$ cat config.mk
export PLATFORM = sky130hd
export DESIGN_NAME = swm_ctrl
export DESIGN_NICKNAME = d
export VERILOG_FILES = /design/src/swm_pkg.sv /design/src/swm_ctrl.sv
export SDC_FILE = /design/constraint.sdc
export NUM_CORES = 1
export LEC_CHECK = 0
export BUFFER_PORTS_ARGS = -buffer_cell sky130_fd_sc_hd__clkbuf_2
export CORE_AREA = 3 3 40 42
export DETAILED_ROUTE_END_ITERATION = 12
export DIE_AREA = 0 0 43 45
export SETUP_SLACK_MARGIN = 0.2
export SLEW_MARGIN = 20
export SYNTH_ARGS = -nofsm -noshare
export SYNTH_HDL_FRONTEND = slang
export SYNTH_SLANG_ARGS = --single-unit
$ cat constraint.sdc
create_clock -name clock -period 3.05 [get_ports clock]
set_input_delay 0.305 -clock clock [delete_from_list [all_inputs] [get_ports clock]]
set_output_delay 0.305 -clock clock [all_outputs]
set_load 0.01 [all_outputs]
$ cat src/swm_pkg.sv
// ----------------------------------------------------------------------------
// swm_pkg
// Shared constants, types and pointer helpers for the sliding window maximum
// block.
// ----------------------------------------------------------------------------
package swm_pkg;

   localparam int WINDOW_MAX = 1024;
   localparam int SAMPLE_W   = 32;
   localparam int POS_W      = 32;
   localparam int CFG_W      = 11;
   localparam int PTR_W      = $clog2(WINDOW_MAX);
   localparam int CNT_W      = $clog2(WINDOW_MAX + 1);

   typedef struct packed {
      logic signed [SAMPLE_W-1:0] value;
      logic        [POS_W-1:0]    position;
   } swm_entry_type;

   typedef enum logic [2:0] {
      ST_IDLE,
      ST_HEAD_RD,
      ST_HEAD_CHK,
      ST_BACK_RD,
      ST_BACK_CHK,
      ST_PUSH,
      ST_OUT_RD,
      ST_OUT_LOAD
   } swm_state_type;

   typedef struct packed {
      logic load;
      logic rd_head;
      logic rd_back;
      logic drop_head;
      logic drop_tail;
      logic push;
      logic out_load;
   } swm_cmd_type;

   typedef struct packed {
      logic count_zero;
      logic stale;
      logic back_ge;
      logic filled_next;
      logic out_busy;
   } swm_status_type;

   // ring pointer step, valid for any depth
   function automatic logic [PTR_W-1:0] ptr_inc(input logic [PTR_W-1:0] ptr);
      logic [PTR_W-1:0] result;
      if (ptr == PTR_W'(WINDOW_MAX - 1)) begin
         result = '0;
      end else begin
         result = ptr + PTR_W'(1);
      end
      return result;
   endfunction

   function automatic logic [PTR_W-1:0] ptr_dec(input logic [PTR_W-1:0] ptr);
      logic [PTR_W-1:0] result;
      if (ptr == '0) begin
         result = PTR_W'(WINDOW_MAX - 1);
      end else begin
         result = ptr - PTR_W'(1);
      end
      return result;
   endfunction

endpackage

$ cat src/swm_ctrl.sv
// ----------------------------------------------------------------------------
// swm_ctrl
// Sequencer for one sample: stale front check, back pops, push and result
// read-out.
// ----------------------------------------------------------------------------
module swm_ctrl (
   input  logic                   clock,
   input  logic                   reset,
   input  logic                   req_valid,
   output logic                   req_ready,
   input  swm_pkg::swm_status_type status,
   output swm_pkg::swm_cmd_type    cmd
);
   import swm_pkg::*;

   swm_state_type state_ff;
   swm_state_type state_in;

   always_ff @(posedge clock) begin
      if (reset) begin
         state_ff <= ST_IDLE;
      end else begin
         state_ff <= state_in;
      end
   end

   always_comb begin
      state_in  = state_ff;
      cmd       = '0;
      req_ready = 1'b0;
      unique case (state_ff)
         ST_IDLE: begin
            req_ready = 1'b1;
            if (req_valid) begin
               cmd.load = 1'b1;
               state_in = ST_HEAD_RD;
            end
         end
         ST_HEAD_RD: begin
            if (status.count_zero) begin
               state_in = ST_BACK_RD;
            end else begin
               cmd.rd_head = 1'b1;
               state_in    = ST_HEAD_CHK;
            end
         end
         ST_HEAD_CHK: begin
            cmd.drop_head = status.stale;
            state_in      = ST_BACK_RD;
         end
         ST_BACK_RD: begin
            if (status.count_zero) begin
               state_in = ST_PUSH;
            end else begin
               cmd.rd_back = 1'b1;
               state_in    = ST_BACK_CHK;
            end
         end
         ST_BACK_CHK: begin
            if (status.back_ge) begin
               state_in = ST_PUSH;
            end else begin
               cmd.drop_tail = 1'b1;
               state_in      = ST_BACK_RD;
            end
         end
         ST_PUSH: begin
            cmd.push = 1'b1;
            state_in = status.filled_next ? ST_OUT_RD : ST_IDLE;
         end
         ST_OUT_RD: begin
            cmd.rd_head = 1'b1;
            state_in    = ST_OUT_LOAD;
         end
         ST_OUT_LOAD: begin
            // hold until the previous result beat has left
            if (!status.out_busy) begin
               cmd.out_load = 1'b1;
               state_in     = ST_IDLE;
            end
         end
         default: begin
            state_in = ST_IDLE;
         end
      endcase
   end

endmodule

-- Yosys cells after proc, flatten, opt, wreduce, memory -nomap -nowiden
Cells that the tools add are included.
Widths: inputs -> output; s select.
- register bits after elaboration: 3
- reduce and logical (&&, ||, !) cells: 2
- multiplexer cells: 19
- equality and inequality tests: 9
- operator list (cell ; number):
    $pmux 3 s8 ; 1
    $mux 1 ; 13
    $eq 3x3->1 const B ; 4
    $mux 3 ; 4
    $eq 3x2->1 const B ; 2
    $ne 2x2->1 const B ; 2
    $eq 3x1->1 const B ; 1
    $logic_not 3->1 ; 1
    $pmux 1 s2 ; 1
    $reduce_and 2->1 ; 1

-- Logic depth before layout (Yosys ltp)
- depth in word-level cells: 3
- mapped depth: 4

-- Worst setup path after synthesis
OpenSTA, ideal clock, no wires.
- kind: flip-flop to output port
- start point: register state_ff[1]
- end point: output cmd[6] in the netlist's numbering
- buffers on the path: 1
- path slack: 1.744 ns
- stages on the path, launching flop included: 4
- data arrival time: 1.001 ns
- path through: dfxtp_1 -> buf_2 -> nor3_1 -> and2_1
- RTL lines (element ; line ; RTL):
    start, declared ; swm_ctrl.sv:16 ; swm_state_type state_ff;
    start signal, assigned ; swm_ctrl.sv:23 ; state_ff <= state_in;
    end, declared ; swm_ctrl.sv:12 ; output swm_pkg::swm_cmd_type cmd

==> reports/results.ini <==
[outcome]
status=finished clean

[placed_design]
dp_hpwl_um=490
place_congestion=0.708
io_buffers=15

[timing]
tightest_slew_ns=0.360
maxSlewHeadroom_pct=76.0
maxSlewViolCount=0
finalSetupViolCount=0
rsz0062_at_grt=no
finalSetupTns_ns=0
period_share_pct=54.5
fmax_ghz=0.601
min_period_ns=1.66
finalHoldViolations=0
finalClockSkew_ns=0.00387

[clock_network]
numClockSinks=3
cts-root-buf=clkbuf_4
postCtsSetupBuffers=0
clkLatencyLatePin_ns=0.24
htree_levels=1
clkTransAtPathRegs_ns=0.04
cts.repair.resized=0
cts_hold_buffers=0
cts_buffer_depth=2
cts_tree=yes
cts_made_buffers=3

[power]
leakagePower_nw=0.168
irDropWorstVdd_mv=0.145
power_mw=0.166
power_density_nw_per_um2=480

[yosys]
synth.net_count=40
synth.avg_cell_area_um2=7.90
synth_area_leaders=dfxtp_1, buf_6, a21oi_1, nor2b_4, and2_1
yosysTopAreaCell=dfxtp_1
seq_area_frac_synth_pct=23.8
yosysUniqueCellTypes=20
synthCells=32
ys_seq_elements=3
synth_common_cells=a21oi_1, dfxtp_1, nor2_1
syn_area_um2=253
synth_top_area_share_pct=23.8
synth_flop_cell=dfxtp_1
synth_edf_count=0
async_flop_share_pct=0
yosys_warnings=0

[job]
maxCapViolations=0

[setup_path]
crit_fanout=10
crit_arrival_ns=1.36
critPathSlowestCell=dfxtp_1
slowest_delay_ns=0.53
crit_path_end_kind=primary output
path_class=register to primary output
path_cells=nand2_1 > nor3b_1 > clkbuf_2
worstPathRequired_ns=2.74
critPathLaunchType=register

[detailed_routing]
first_iter_violations=13
drc=0
drtPass1Iterations=4
wire_per_inst_um=10.3
routed-via-count=272
post_drt_via_cell_ratio=4.32
routed_wl_um=647
ant_nets=0

[global_routing]
grt.total_usage_pct=7.15
grt_overflow=0
grt_pass1_wl_mm=1.04
grt_pass1_vias=245
grt_max_degree=12
antenna_found_initial=0

[floorplanning]
io-pin-count=16
num_rows=13
dieArea_um2=1940
core_region_area_um2=1280
die_h_um=45
fp.dieW_um=43
initial_core_util_pct=19.7

[cells_and_area]
max_flop_register=state_ff
area_growth_syn_to_layout_pct=36.6
insertedDiodeCount=0
drive_gt1_share_pct=43.8
nets=57
top_regs=state_ff x3
largest_register_ff_count=3

[hold_path]
min_path_type=input port to register

-- path summary, 6_finish.rpt --
path,endpoint,slack (ns),from,cells past startpoint
min,state_ff[1],0.26,reset,2
min reg2reg,state_ff[2],0.64,state_ff[1],2
max,cmd[0],1.39,state_ff[0],3
max reg2reg,state_ff[2],1.82,state_ff[0],3
-- logic make-up after synthesis --
kind of cell	synth area share, %
DFF	23.8
muxes	4.46
and+or+nand+nor	40.6
buffers and inverters	13.9
AOI/OAI and AO/OA	17.3
-- cell type report --
class                      count  area (µm²)
fill                         146         940
inverter                       2        7.51
timing repair buffer          15        75.1
tap                           15        18.8
multi-input combinational     24         158
clock buffer                   4        26.3
sequential                     3        60.1
-- critical path: cells and delay by family (launching register included) --
kind | cells | cell delay (ns)
flops | 1 | 0.53
simple gates | 2 | 0.40
buf+inv | 1 | 0.19
-- per-stage QoR --
stage	hold WS, ns	std cells	setup slack, ns	util (%)	cell area (µm²)
2_1_floorplan	0.377	32	1.74	-	253
5_1_grt	0.267	63	1.25	26.9	345
3_5_place_dp	0.507	59	1.64	24.8	319
3_3_place_gp	0.509	59	1.65	24.8	319
4_1_cts	0.254	63	1.37	26.9	345
6_report	0.262	63	1.39	26.9	345
-- power by group --
part | internal [mW] | switching, mW
sequential | 0.0433 | 0.00990
combinational | 0.0213 | 0.0182
clock | 0.0492 | 0.0237
-- cell usage in the layout (no fill, tap or decap) --
cell type	instances
nand2_1	1
nor4_1	2
nor3b_1	1
dfxtp_1	3
and3_1	2
nor2b_4	1
a21oi_1	3
nor2b_1	1
mux2_2	1
clkbuf_1	1
or3_1	1
nor2_1	3
a21bo_2	1
a22o_1	1
clkbuf_2	15
a222oi_1	1
clkbuf_4	3
and2_1	2
inv_1	2
nand2b_1	1
nor3_1	2
-- metal layers --
metal | global-route usage, % | vias to the layer above | wire (µm)
met5 | 0 | - | 0
met2 | 9.28 | 13 | 272
met3 | 2.39 | 0 | 64
li1 | - | 149 | -
met1 | 9.62 | 110 | 311
met4 | 5.42 | 0 | 0
No activity file was read; power rests on OpenSTA's default activity.
